**src/vsf_pkg.sv**
```systemverilog
// ----------------------------------------------------------------------------
// vsf_pkg
// Shared types and constants of the variant support filter.
// ----------------------------------------------------------------------------
package vsf_pkg;

    localparam int COUNT_BITS_DEF = 16;
    localparam int DIST_BITS      = 8;
    localparam int CFG_ADDR_BITS  = 8;
    localparam int CFG_DATA_BITS  = 1;

    // Configuration register indexes
    typedef enum logic [CFG_ADDR_BITS-1:0] {
        CFG_CHECK_PROPER_PAIRS        = 8'd0,
        CFG_SKIP_BEGIN_POSITION_CHECK = 8'd1,
        CFG_CHECK_READ_BIAS           = 8'd2,
        CFG_CHECK_STRAND_BIAS         = 8'd3
    } vsf_cfg_addr_t;

    // Mode bits handed to the decision logic
    typedef struct packed {
        logic check_proper_pairs;
        logic skip_begin_position_check;
        logic check_read_bias;
        logic check_strand_bias;
    } vsf_mode_t;

endpackage

```
**src/vsf_in_if.sv**
```systemverilog
// ----------------------------------------------------------------------------
// vsf_in_if
// Variant record channel: valid/ready plus the read-support counters.
// ----------------------------------------------------------------------------
interface vsf_in_if #(
    parameter int COUNT_BITS = vsf_pkg::COUNT_BITS_DEF
) ();
    logic                           valid;
    logic                           ready;
    logic [COUNT_BITS-1:0]          high_quality_count;
    logic [COUNT_BITS-1:0]          low_quality_count;
    logic [COUNT_BITS-1:0]          proper_pair_count;
    logic [COUNT_BITS-1:0]          first_in_pair_count;
    logic [COUNT_BITS-1:0]          reversed_count;
    logic [COUNT_BITS-1:0]          clipped_count;
    logic [vsf_pkg::DIST_BITS-1:0]  largest_distance;
    logic                           second_start_seen;
    logic                           third_start_seen;
    logic [COUNT_BITS-1:0]          coverage;

    modport source (
        output valid, high_quality_count, low_quality_count, proper_pair_count,
               first_in_pair_count, reversed_count, clipped_count, largest_distance,
               second_start_seen, third_start_seen, coverage,
        input  ready
    );
    modport sink (
        input  valid, high_quality_count, low_quality_count, proper_pair_count,
               first_in_pair_count, reversed_count, clipped_count, largest_distance,
               second_start_seen, third_start_seen, coverage,
        output ready
    );
endinterface

```
**src/vsf_out_if.sv**
```systemverilog
// ----------------------------------------------------------------------------
// vsf_out_if
// Decision channel: valid/ready plus the pass flag.
// ----------------------------------------------------------------------------
interface vsf_out_if ();
    logic valid;
    logic ready;
    logic passes;

    modport source (output valid, passes, input ready);
    modport sink (input valid, passes, output ready);
endinterface

```
**src/vsf_cfg_if.sv**
```systemverilog
// ----------------------------------------------------------------------------
// vsf_cfg_if
// Configuration write channel: valid/ready, register index and write data.
// ----------------------------------------------------------------------------
interface vsf_cfg_if ();
    logic                                valid;
    logic                                ready;
    logic [vsf_pkg::CFG_ADDR_BITS-1:0]   addr;
    logic [vsf_pkg::CFG_DATA_BITS-1:0]   data;

    modport source (output valid, addr, data, input ready);
    modport sink (input valid, addr, data, output ready);
endinterface

```
**src/vsf_core.sv**
```systemverilog
// ----------------------------------------------------------------------------
// vsf_core
// Pass/fail decision for one registered variant record.
// ----------------------------------------------------------------------------
module vsf_core #(
    parameter int COUNT_BITS = vsf_pkg::COUNT_BITS_DEF
) (
    input  vsf_pkg::vsf_mode_t              mode,
    input  logic [COUNT_BITS-1:0]           high_quality_count,
    input  logic [COUNT_BITS-1:0]           low_quality_count,
    input  logic [COUNT_BITS-1:0]           proper_pair_count,
    input  logic [COUNT_BITS-1:0]           first_in_pair_count,
    input  logic [COUNT_BITS-1:0]           reversed_count,
    input  logic [COUNT_BITS-1:0]           clipped_count,
    input  logic [vsf_pkg::DIST_BITS-1:0]   largest_distance,
    input  logic                            second_start_seen,
    input  logic                            third_start_seen,
    input  logic [COUNT_BITS-1:0]           coverage,
    output logic                            passes
);
    localparam int RAW_W  = COUNT_BITS + 1;
    localparam int CORR_W = COUNT_BITS + 2;
    localparam int PROD_W = COUNT_BITS + 7;   // raw times 50 fits here

    logic [RAW_W-1:0]      raw;
    logic [COUNT_BITS-1:0] cov_eff;
    logic [PROD_W-1:0]     raw_p;
    logic [PROD_W-1:0]     cov_p;
    logic [CORR_W-1:0]     corr;
    logic ge35, ge40, ge20, ge30, gt26;
    logic very, prom;
    logic read_bias_ok, strand_ok, clip_ok, dist_ok, pp_ok, start_ok;

    always_comb
    begin
        raw     = RAW_W'(high_quality_count) + RAW_W'(low_quality_count);
        cov_eff = (coverage == '0) ? COUNT_BITS'(1) : coverage;
        raw_p   = PROD_W'(raw);
        cov_p   = PROD_W'(cov_eff);

        // ratio tests as cross-multiplications by small constants
        ge35 = (raw_p * PROD_W'(20)) >= (cov_p * PROD_W'(7));
        ge40 = (raw_p * PROD_W'(5))  >= (cov_p * PROD_W'(2));
        ge20 = (raw_p * PROD_W'(5))  >= cov_p;
        ge30 = (raw_p * PROD_W'(10)) >= (cov_p * PROD_W'(3));
        gt26 = (raw_p * PROD_W'(50)) >  (cov_p * PROD_W'(13));

        very = third_start_seen &&
               ((high_quality_count >= COUNT_BITS'(8) && ge35) ||
                (high_quality_count >= COUNT_BITS'(7) && ge40)) &&
               (!mode.check_proper_pairs || proper_pair_count >= COUNT_BITS'(6));

        prom = third_start_seen &&
               ((high_quality_count >= COUNT_BITS'(7) && ge20) ||
                (high_quality_count >= COUNT_BITS'(6) && ge30) ||
                (high_quality_count >= COUNT_BITS'(5) && ge40)) &&
               (!mode.check_proper_pairs || proper_pair_count >= COUNT_BITS'(4));

        start_ok = mode.skip_begin_position_check || second_start_seen;
        pp_ok    = !mode.check_proper_pairs || proper_pair_count >= COUNT_BITS'(2);

        read_bias_ok = !mode.check_read_bias || prom ||
                       (first_in_pair_count != '0 && RAW_W'(first_in_pair_count) < raw);

        // raw - 1 written as rev + 1 so raw of zero fails
        strand_ok = very || !mode.check_strand_bias ||
                    (prom && reversed_count != '0 && RAW_W'(reversed_count) < raw) ||
                    (reversed_count > COUNT_BITS'(1) &&
                     (RAW_W'(reversed_count) + RAW_W'(1)) < raw);

        clip_ok = (clipped_count <= COUNT_BITS'(1)) ||
                  ((RAW_W'(clipped_count) + RAW_W'(5)) <= raw);

        dist_ok = (largest_distance >= vsf_pkg::DIST_BITS'(10)) ||
                  (prom && high_quality_count >= COUNT_BITS'(10));

        // hq + lq/2 >= 3.9 exactly
        corr = (CORR_W'(high_quality_count) << 1) + CORR_W'(low_quality_count);

        passes = start_ok && pp_ok &&
                 (high_quality_count >= COUNT_BITS'(3)) &&
                 read_bias_ok && strand_ok && clip_ok && dist_ok &&
                 (corr >= CORR_W'(8)) &&
                 (gt26 || prom);
    end
endmodule

```
**src/variant_support_filter.sv**
```systemverilog
// ----------------------------------------------------------------------------
// variant_support_filter
// Pass/fail filter on one variant's read support, one record per cycle.
// ----------------------------------------------------------------------------
// Usage:
//   items     : sink of variant records (read-support counters and coverage).
//   decisions : source of one beat per record carrying the passes flag.
//   cfg       : register write channel, always ready; bit 0 of data sets the
//               addressed mode bit, unknown indexes are dropped. Write only
//               while no record is in flight.
// An accepted record passes through the record register and then the decision
// register before its decision beat. Throughput is one record per cycle while
// the receiver takes the beats; the decision logic between the two registers
// is a handful of constant multiplies and compares.
// Reset clears both valid flags and all mode bits (start check on, rest off).
// When the receiver stalls, the decision register holds its beat; the record
// register still takes one more record, then items.ready drops until the
// decision beat is taken. Ready is combinational from the receiver's ready.
// ----------------------------------------------------------------------------
module variant_support_filter #(
    parameter int COUNT_BITS = vsf_pkg::COUNT_BITS_DEF
) (
    input  logic         clk,
    input  logic         rst_n,
    vsf_in_if.sink       items,
    vsf_out_if.source    decisions,
    vsf_cfg_if.sink      cfg
);
    // mode bits
    vsf_pkg::vsf_mode_t mode_reg;

    // record stage
    logic                           rec_valid_reg;
    logic [COUNT_BITS-1:0]          hq_reg;
    logic [COUNT_BITS-1:0]          lq_reg;
    logic [COUNT_BITS-1:0]          pp_reg;
    logic [COUNT_BITS-1:0]          fip_reg;
    logic [COUNT_BITS-1:0]          rev_reg;
    logic [COUNT_BITS-1:0]          clip_reg;
    logic [vsf_pkg::DIST_BITS-1:0]  dist_reg;
    logic                           pos2_reg;
    logic                           pos3_reg;
    logic [COUNT_BITS-1:0]          cov_reg;

    // decision stage
    logic dec_valid_reg;
    logic passes_reg;
    logic passes_next;

    logic dec_ready;   // decision register free or emptied this cycle
    logic rec_ready;   // record register free or moving on this cycle
    logic rec_take;
    logic rec_move;

    assign dec_ready = !dec_valid_reg || decisions.ready;
    assign rec_ready = !rec_valid_reg || dec_ready;
    assign rec_take  = items.valid && rec_ready;
    assign rec_move  = rec_valid_reg && dec_ready;

    assign items.ready      = rec_ready;
    assign decisions.valid  = dec_valid_reg;
    assign decisions.passes = passes_reg;
    assign cfg.ready        = 1'b1;

    // Configuration writes
    always_ff @(posedge clk or negedge rst_n)
    begin
        if (!rst_n)
        begin
            mode_reg <= '0;
        end
        else if (cfg.valid)
        begin
            unique case (vsf_pkg::vsf_cfg_addr_t'(cfg.addr))
                vsf_pkg::CFG_CHECK_PROPER_PAIRS:
                    mode_reg.check_proper_pairs <= cfg.data[0];
                vsf_pkg::CFG_SKIP_BEGIN_POSITION_CHECK:
                    mode_reg.skip_begin_position_check <= cfg.data[0];
                vsf_pkg::CFG_CHECK_READ_BIAS:
                    mode_reg.check_read_bias <= cfg.data[0];
                vsf_pkg::CFG_CHECK_STRAND_BIAS:
                    mode_reg.check_strand_bias <= cfg.data[0];
                default:
                    ;   // drop writes to unknown indexes
            endcase
        end
    end

    // Valid flags of both stages
    always_ff @(posedge clk or negedge rst_n)
    begin
        if (!rst_n)
        begin
            rec_valid_reg <= 1'b0;
            dec_valid_reg <= 1'b0;
        end
        else
        begin
            if (rec_ready)
            begin
                rec_valid_reg <= items.valid;
            end
            if (dec_ready)
            begin
                dec_valid_reg <= rec_valid_reg;
            end
        end
    end

    // Record payload: capture on an accepted beat, hold otherwise
    always_ff @(posedge clk)
    begin
        if (rec_take)
        begin
            hq_reg   <= items.high_quality_count;
            lq_reg   <= items.low_quality_count;
            pp_reg   <= items.proper_pair_count;
            fip_reg  <= items.first_in_pair_count;
            rev_reg  <= items.reversed_count;
            clip_reg <= items.clipped_count;
            dist_reg <= items.largest_distance;
            pos2_reg <= items.second_start_seen;
            pos3_reg <= items.third_start_seen;
            cov_reg  <= items.coverage;
        end
    end

    // Decision logic between the record and decision registers
    vsf_core #(
        .COUNT_BITS (COUNT_BITS)
    ) u_core (
        .mode                (mode_reg),
        .high_quality_count  (hq_reg),
        .low_quality_count   (lq_reg),
        .proper_pair_count   (pp_reg),
        .first_in_pair_count (fip_reg),
        .reversed_count      (rev_reg),
        .clipped_count       (clip_reg),
        .largest_distance    (dist_reg),
        .second_start_seen   (pos2_reg),
        .third_start_seen    (pos3_reg),
        .coverage            (cov_reg),
        .passes              (passes_next)
    );

    // Decision payload: advance when the record moves on, hold while stalled
    always_ff @(posedge clk)
    begin
        if (rec_move)
        begin
            passes_reg <= passes_next;
        end
    end
endmodule

```
**src/flat_wrapper.sv**
```systemverilog
// flat-port wrapper written by rule: the top's interface ports become plain ports
module variant_support_filter_flat 
#(
    parameter int COUNT_BITS = vsf_pkg::COUNT_BITS_DEF
)
  (clk, rst_n, items_valid, items_high_quality_count, items_low_quality_count, items_proper_pair_count, items_first_in_pair_count, items_reversed_count, items_clipped_count, items_largest_distance, items_second_start_seen, items_third_start_seen, items_coverage, items_ready, decisions_valid, decisions_passes, decisions_ready, cfg_valid, cfg_addr, cfg_data, cfg_ready);
  vsf_in_if #(.COUNT_BITS(COUNT_BITS)) items_i ();
  vsf_out_if decisions_i ();
  vsf_cfg_if cfg_i ();
  input  logic clk;
  input  logic rst_n;
  input wire logic [$bits(items_i.valid)-1:0] items_valid;
  input wire logic [$bits(items_i.high_quality_count)-1:0] items_high_quality_count;
  input wire logic [$bits(items_i.low_quality_count)-1:0] items_low_quality_count;
  input wire logic [$bits(items_i.proper_pair_count)-1:0] items_proper_pair_count;
  input wire logic [$bits(items_i.first_in_pair_count)-1:0] items_first_in_pair_count;
  input wire logic [$bits(items_i.reversed_count)-1:0] items_reversed_count;
  input wire logic [$bits(items_i.clipped_count)-1:0] items_clipped_count;
  input wire logic [$bits(items_i.largest_distance)-1:0] items_largest_distance;
  input wire logic [$bits(items_i.second_start_seen)-1:0] items_second_start_seen;
  input wire logic [$bits(items_i.third_start_seen)-1:0] items_third_start_seen;
  input wire logic [$bits(items_i.coverage)-1:0] items_coverage;
  output wire logic [$bits(items_i.ready)-1:0] items_ready;
  output wire logic [$bits(decisions_i.valid)-1:0] decisions_valid;
  output wire logic [$bits(decisions_i.passes)-1:0] decisions_passes;
  input wire logic [$bits(decisions_i.ready)-1:0] decisions_ready;
  input wire logic [$bits(cfg_i.valid)-1:0] cfg_valid;
  input wire logic [$bits(cfg_i.addr)-1:0] cfg_addr;
  input wire logic [$bits(cfg_i.data)-1:0] cfg_data;
  output wire logic [$bits(cfg_i.ready)-1:0] cfg_ready;
  assign items_i.valid = items_valid;
  assign items_i.high_quality_count = items_high_quality_count;
  assign items_i.low_quality_count = items_low_quality_count;
  assign items_i.proper_pair_count = items_proper_pair_count;
  assign items_i.first_in_pair_count = items_first_in_pair_count;
  assign items_i.reversed_count = items_reversed_count;
  assign items_i.clipped_count = items_clipped_count;
  assign items_i.largest_distance = items_largest_distance;
  assign items_i.second_start_seen = items_second_start_seen;
  assign items_i.third_start_seen = items_third_start_seen;
  assign items_i.coverage = items_coverage;
  assign items_ready = items_i.ready;
  assign decisions_valid = decisions_i.valid;
  assign decisions_passes = decisions_i.passes;
  assign decisions_i.ready = decisions_ready;
  assign cfg_i.valid = cfg_valid;
  assign cfg_i.addr = cfg_addr;
  assign cfg_i.data = cfg_data;
  assign cfg_ready = cfg_i.ready;
  variant_support_filter #(.COUNT_BITS(COUNT_BITS)) u_core (.clk(clk), .rst_n(rst_n), .items(items_i), .decisions(decisions_i), .cfg(cfg_i));
endmodule
```
**config.mk**
```make
export PLATFORM = sky130hd
export DESIGN_NAME = variant_support_filter_flat
export DESIGN_NICKNAME = d
export VERILOG_FILES = /design/src/vsf_pkg.sv /design/src/vsf_in_if.sv /design/src/vsf_out_if.sv /design/src/vsf_cfg_if.sv /design/src/vsf_core.sv /design/src/variant_support_filter.sv /design/src/flat_wrapper.sv
export SDC_FILE = /design/constraint.sdc
export NUM_CORES = 1
export LEC_CHECK = 0
export BUFFER_PORTS_ARGS = -buffer_cell sky130_fd_sc_hd__buf_2
export CAP_MARGIN = 15
export CORE_AREA = 2 2 163 165
export DETAILED_ROUTE_END_ITERATION = 7
export DIE_AREA = 0 0 165 167
export PLACE_DENSITY_LB_ADDON = 0.2
export SYNTH_ARGS = -nofsm -noshare
export SYNTH_HDL_FRONTEND = slang
export SYNTH_SLANG_ARGS = --single-unit
```
**constraint.sdc**
```tcl
create_clock -name clk -period 11.41 [get_ports clk]
set_input_delay 3.423 -clock clk [delete_from_list [all_inputs] [get_ports clk]]
set_output_delay 3.423 -clock clk [all_outputs]
set_load 0.01 [all_outputs]
```
# Yosys cells after proc, flatten, opt, wreduce, memory -nomap -nowiden
# Index checks and enable logic that the tools add are counted.
[word_totals]
reg_bits = 129
inputBits = 136
out_inout_bits = 4
wordCells = 108
[classes]
add_sub_neg = 4
mul = 7
n_lt_le_gt_ge = 22
eq_ne = 3
n_mux = 1
reduce_logical = 54
[op_table]
columns = ["operator", "n"]
rows = [
  ["$ge 16x3->1 const B", 5],
  ["$mul 17x3->20 const B", 3],
  ["$lt 16x17->1", 2],
  ["$ge 16x2->1 const B", 2],
  ["$ge 16x4->1 const B", 2],
  ["$reduce_bool 16->1", 2],
  ["$logic_and 1x1->1", 24],
  ["$gt 23x20->1", 1],
  ["$ge 22x19->1", 1],
  ["$mul 17x5->22 const B", 1],
  ["$ge 21x18->1", 1],
  ["$ge 20x16->1", 1],
  ["$ge 20x17->1", 1],
  ["$mul 16x4->20 const B", 1],
  ["$mul 16x3->19 const B", 1],
  ["$add 17x16->18", 1],
  ["$ge 18x4->1 const B", 1],
  ["$mul 16x2->18 const B", 1],
  ["$add 16x1->17 const B", 1],
  ["$add 16x16->17", 1],
  ["$add 16x3->17 const B", 1],
  ["$le 17x17->1", 1],
  ["$logic_or 1x1->1", 17],
  ["$lt 17x17->1", 1],
  ["10 further kinds", 18],
]

# Logic depth before layout (Yosys ltp)
[logic_depth]
word_depth = 18
mapped_depth = 32
ltp_nobuf = 31

# Hierarchy
# A second synthesis with hierarchy kept.
[unflattened]
hier_cells = 1552
hier_area_um2 = 15218.3
[modules_own_cells]
columns = ["module", "n_inst", "cells_per_inst", "area_per_inst_um2", "seq_area_each_um2"]
rows = [
  ["vsf_core", 1, 1405, 11209.5, 0.0],
  ["variant_support_filter", 1, 147, 4008.8, 3843.7],
]

# Worst setup path before layout
# Ideal clock, no wire load.
[synth_timing]
kind = "input to output"
startpoint = "input decisions_ready"
endpoint = "output items_ready"
arrival_time_ps = 3632
t_required_ps = 7987
setup_slack_ps = 4355
path_stages = 1
path_buffers = 0
path_cell_list = "nand3b_1"
[synth_via]
elab_chain_cells = 2
[synth_lines]
columns = ["item", "line_no", "rtl"]
rows = [
  ["start, declared", "flat_wrapper.sv:26", "input wire logic [$bits(decisions_i.ready)-1:0] decisions_ready;"],
  ["$logic_or 1x1->1", "variant_support_filter.sv:55", "assign dec_ready = !dec_valid_reg || decisions.ready;"],
  ["$logic_or 1x1->1", "variant_support_filter.sv:56", "assign rec_ready = !rec_valid_reg || dec_ready;"],
  ["end, declared", "flat_wrapper.sv:23", "output wire logic [$bits(items_i.ready)-1:0] items_ready;"],
]
# Every way passes these cells.

# Worst setup path in the final report
[layout_timing]
startpoint = "register u_core.hq_reg[1]"
endpoint = "register u_core.passes_reg (netlist: u_core.decisions.passes), data pin"
[layout_via]
elab_chain_cells = 17
word_cells_on_any_way = 54
cone_classes = "add/sub: 2; mul: 4; order compare: 16; reduce/logical: 32"
[layout_lines]
columns = ["item", "line_no", "rtl"]
rows = [
  ["start, declared", "variant_support_filter.sv:34", "logic [COUNT_BITS-1:0] hq_reg;"],
  ["start signal, assigned", "variant_support_filter.sv:115", "hq_reg <= items.high_quality_count;"],
  ["$add 16x16->17", "vsf_core.sv:36", "raw = RAW_W'(high_quality_count) + RAW_W'(low_quality_count);"],
  ["$mul 17x3->20", "-", ""],
  ["$ge 21x18->1 / $ge 20x16->1 (equally long branches)", "vsf_core.sv:45, vsf_core.sv:44", ""],
  ["$logic_and 1x1->1 (on tied branches)", "vsf_core.sv:55, vsf_core.sv:54", ""],
  ["$logic_or 1x1->1", "vsf_core.sv:54", "((high_quality_count >= COUNT_BITS'(7) && ge20) ||"],
  ["$logic_or 1x1->1", "vsf_core.sv:55", "(high_quality_count >= COUNT_BITS'(6) && ge30) ||"],
  ["$logic_and 1x1->1", "vsf_core.sv:53", "prom = third_start_seen &&"],
  ["$logic_and 1x1->1", "vsf_core.sv:56", "(high_quality_count >= COUNT_BITS'(5) && ge40)) &&"],
  ["$logic_and 1x1->1 (2 in a row)", "vsf_core.sv:67", "(prom && reversed_count != '0 && RAW_W'(reversed_count) < raw) ||"],
  ["$logic_or 1x1->1", "vsf_core.sv:66", "strand_ok = very || !mode.check_strand_bias ||"],
  ["$logic_or 1x1->1", "vsf_core.sv:67", ""],
  ["$logic_and 1x1->1 (4 in a row)", "vsf_core.sv:82", "read_bias_ok && strand_ok && clip_ok && dist_ok &&"],
  ["$logic_and 1x1->1 (*)", "vsf_core.sv:83", "(corr >= CORR_W'(8)) &&"],
  ["via u_core.passes_next", "variant_support_filter.sv:48", "logic passes_next;"],
  ["end signal, assigned", "variant_support_filter.sv:151", "passes_reg <= passes_next;"],
  ["end, declared", "variant_support_filter.sv:47", "logic passes_reg;"],
]
# Mark *: on every way through the listed nets, which the timed path passes. The rest lies on a longest branch.
# A chain may end at the register's enable or synchronous reset.

==> results.txt <==
outcome: completed
worst r2r src: u_core.hq_reg[1]
Relative slew margins: 0.201
achievable frequency: 121 MHz
DRT Wirelength: 39200 um
most frequent cells in the layout: 308 x ha_1, 154 x inv_1, 136 x buf_2
Area Growth Syn to Fin: 10.9%
Root Buffer: clkbuf_16
final hold slack: 502 ps
Worst Setup SP: u_core.hq_reg[1]
PostCTS Resize Cnt: 0
area leader, netlist: ha_1
ANT nets after route: 0
Vias per Instance: 6.12
Post-Synthesis Cells: 1583
crit-path most repeated cell: ha_1
min-delay src: u_core.mode_reg[0]
nets@finish: 2234
Die W: 165 um
Iter 0 DRT Violations: 977
CTS tree: yes
commonest non-fill, non-tap cell in the layout: ha_1
Largest stage delay, worst path: 970 ps
total setup buffers inserted after CTS: 0
Syn Nets: 2083
DR pass1 iterations: 6
FILL cells: 2091
sequential area share after synthesis: 0.247
CP Data Required Time: 11580 ps
Peak VDD IR: 0.200 mV
CTS max path bufs: 2
number of max-cap violations: 0
H-tree Lvls: 4
I/O pin count: 140
Cell variety after synth: 86
GRT Residual Overflow: 0
first-pass GRT wire length: 63400 um
Slowest cell on crit path: xnor2_1
antenna cells: 0
CP Class: reg2reg
Port Buffers: 136
post-place instance area: 16400 um2
Clock transition at path regs: 70 ps
synthesized cell area: 15300 um2
crit path time final: 8260 ps
CP startpoint kind: flop
FFs w/ async S/R, synth: 0.0472
final hold violation count: 0
vias: 12.7k
crit path DAT: 8440 ps
crit end category: flop
cell area after layout: 17000 um2
fraction of layout cells with a size suffix above 1: 0.124
worst r2r path cells: 28
CTS Sinks: 127
Synth area leaders: ha_1 25%, edfxtp_1 24%, fa_1 7.3%
Pwr Density: 238 nW/um2
per-cell routed wire length: 18.8 um
Hold Crit Depth: 1
Starting Density: 0.594
RSZ-0062 raised after global routing: no
largest net degree at the start of global routing: 76
Main synth FF type: edfxtp_1
total CTS buffers: 17
Worst R2R End: u_core.decisions.passes
die area: 27600 um2
crit share post-route: 0.724
gpl congestion: 0.961
setup slack, reg-to-reg: 3150 ps
Worst-Margin Slew: 1190 ps
Power Total: 4040 uW
core outline area: 25800 um2
Die Height: 167 um
CTS Hold Bufs: 0
hold endpoint: u_core.mode_reg[0]
setup TNS: 0 ps
crit path max fanout: 8
number of remaining DRC errors: 0
leakage: 0.00777 uW
DP HPWL: 30800 um
clock skew: 22.3 ps
number of global-route vias before repair: 12.5k
Core Rows: 59
flops & latches, synth: 127
initial antenna violation count: 1
endpoints failing setup: 0
count of pins over their slew limit: 0
HP Class: reg2reg
Yosys top cell area share: 0.252
EDFF count, synth: 121
mean post-synth cell area: 9.67 um2
overall routing resource usage: 0.291
synth warn: 0
Clock Latency Late Sink: 430 ps
-- how the worst max path moves through the flow --
stage,end,slack [ps],cells past startpoint
floorplan,items_ready,4360,1
global placement,u_core.decisions.passes,3450,28
detailed placement,u_core.decisions.passes,3340,28
CTS,u_core.decisions.passes,3280,28
global route,u_core.decisions.passes,2590,28
finish,u_core.decisions.passes,3150,28
-- routing by layer --
| layer | global-route usage | up-vias | share of wire |
|---|---|---|---|
| met5 | 0 | - | 0.00033 |
| met4 | 0.0975 | 2 | 0.033 |
| met3 | 0.0448 | 78 | 0.058 |
| met2 | 0.464 | 411 | 0.45 |
| met1 | 0.405 | 6062 | 0.46 |
| li1 | - | 6194 | - |
-- cells in the mapped netlist, drive strengths merged, types with 15 or more instances --
library cell	instances
nor3	27
nand3	35
a21o	32
fa	56
o21a	19
o21ai	80
a21oi	85
inv	156
a31oi	18
a211oi	33
nand2	86
xnor2	62
edfxtp	121
nor2b	15
nor2	96
nand4	23
nor4	21
ha	308
nand2b	24
xor2	51
o211ai	18
-- power breakdown --
part	leakage [uW]	switching (uW)	internal, uW
logic	0.00627	1690	1210
clock network	0.000267	254	306
registers	0.00124	30.2	549
total	0.00777	1970	2060
-- critical path, delay by kind of cell, from the launching register on --
family	cells	cell delay [ps]
AO/OA/AOI/OAI	15	3380
adder cells (fa/ha/maj)	6	2240
XOR/XNOR	2	1120
flip-flops	1	580
buffers and inverters	3	370
AND/OR/NAND/NOR	2	280
-- final cells by class --
cell class | count | area, um2 | area share
clock inverter | 13 | 130 | 0.00767
tap | 335 | 419 | 0.0247
timing repair buffer | 145 | 748 | 0.0441
sequential | 127 | 3780 | 0.223
multi-input combinational | 1287 | 10900 | 0.641
clock buffer | 19 | 433 | 0.0255
inverter | 156 | 586 | 0.0345
-- cells by family (layout without fill, tap and decap cells) --
family          after synthesis  in the layout  share of synthesized area
compound gates              393            393                      0.176
xor+xnor                    113            113                     0.0651
fa+ha+maj                   368            368                      0.328
buf+inv                     169            333                     0.0428
flops                       127            127                      0.247
mux                           9              9                    0.00646
other cells                   1              1                   0.000245
simple gates                403            403                      0.134
-- stage by stage --
step,instances,utilization,worst slack [ps]
2_1_floorplan,1583,-,4360
3_3_place_gp,2050,0.637,3450
3_5_place_dp,2050,0.637,3340
4_1_cts,2082,0.659,3280
5_1_grt,2082,0.659,2590
6_report,2082,0.659,3150
(Power assumes the default switching activity.)
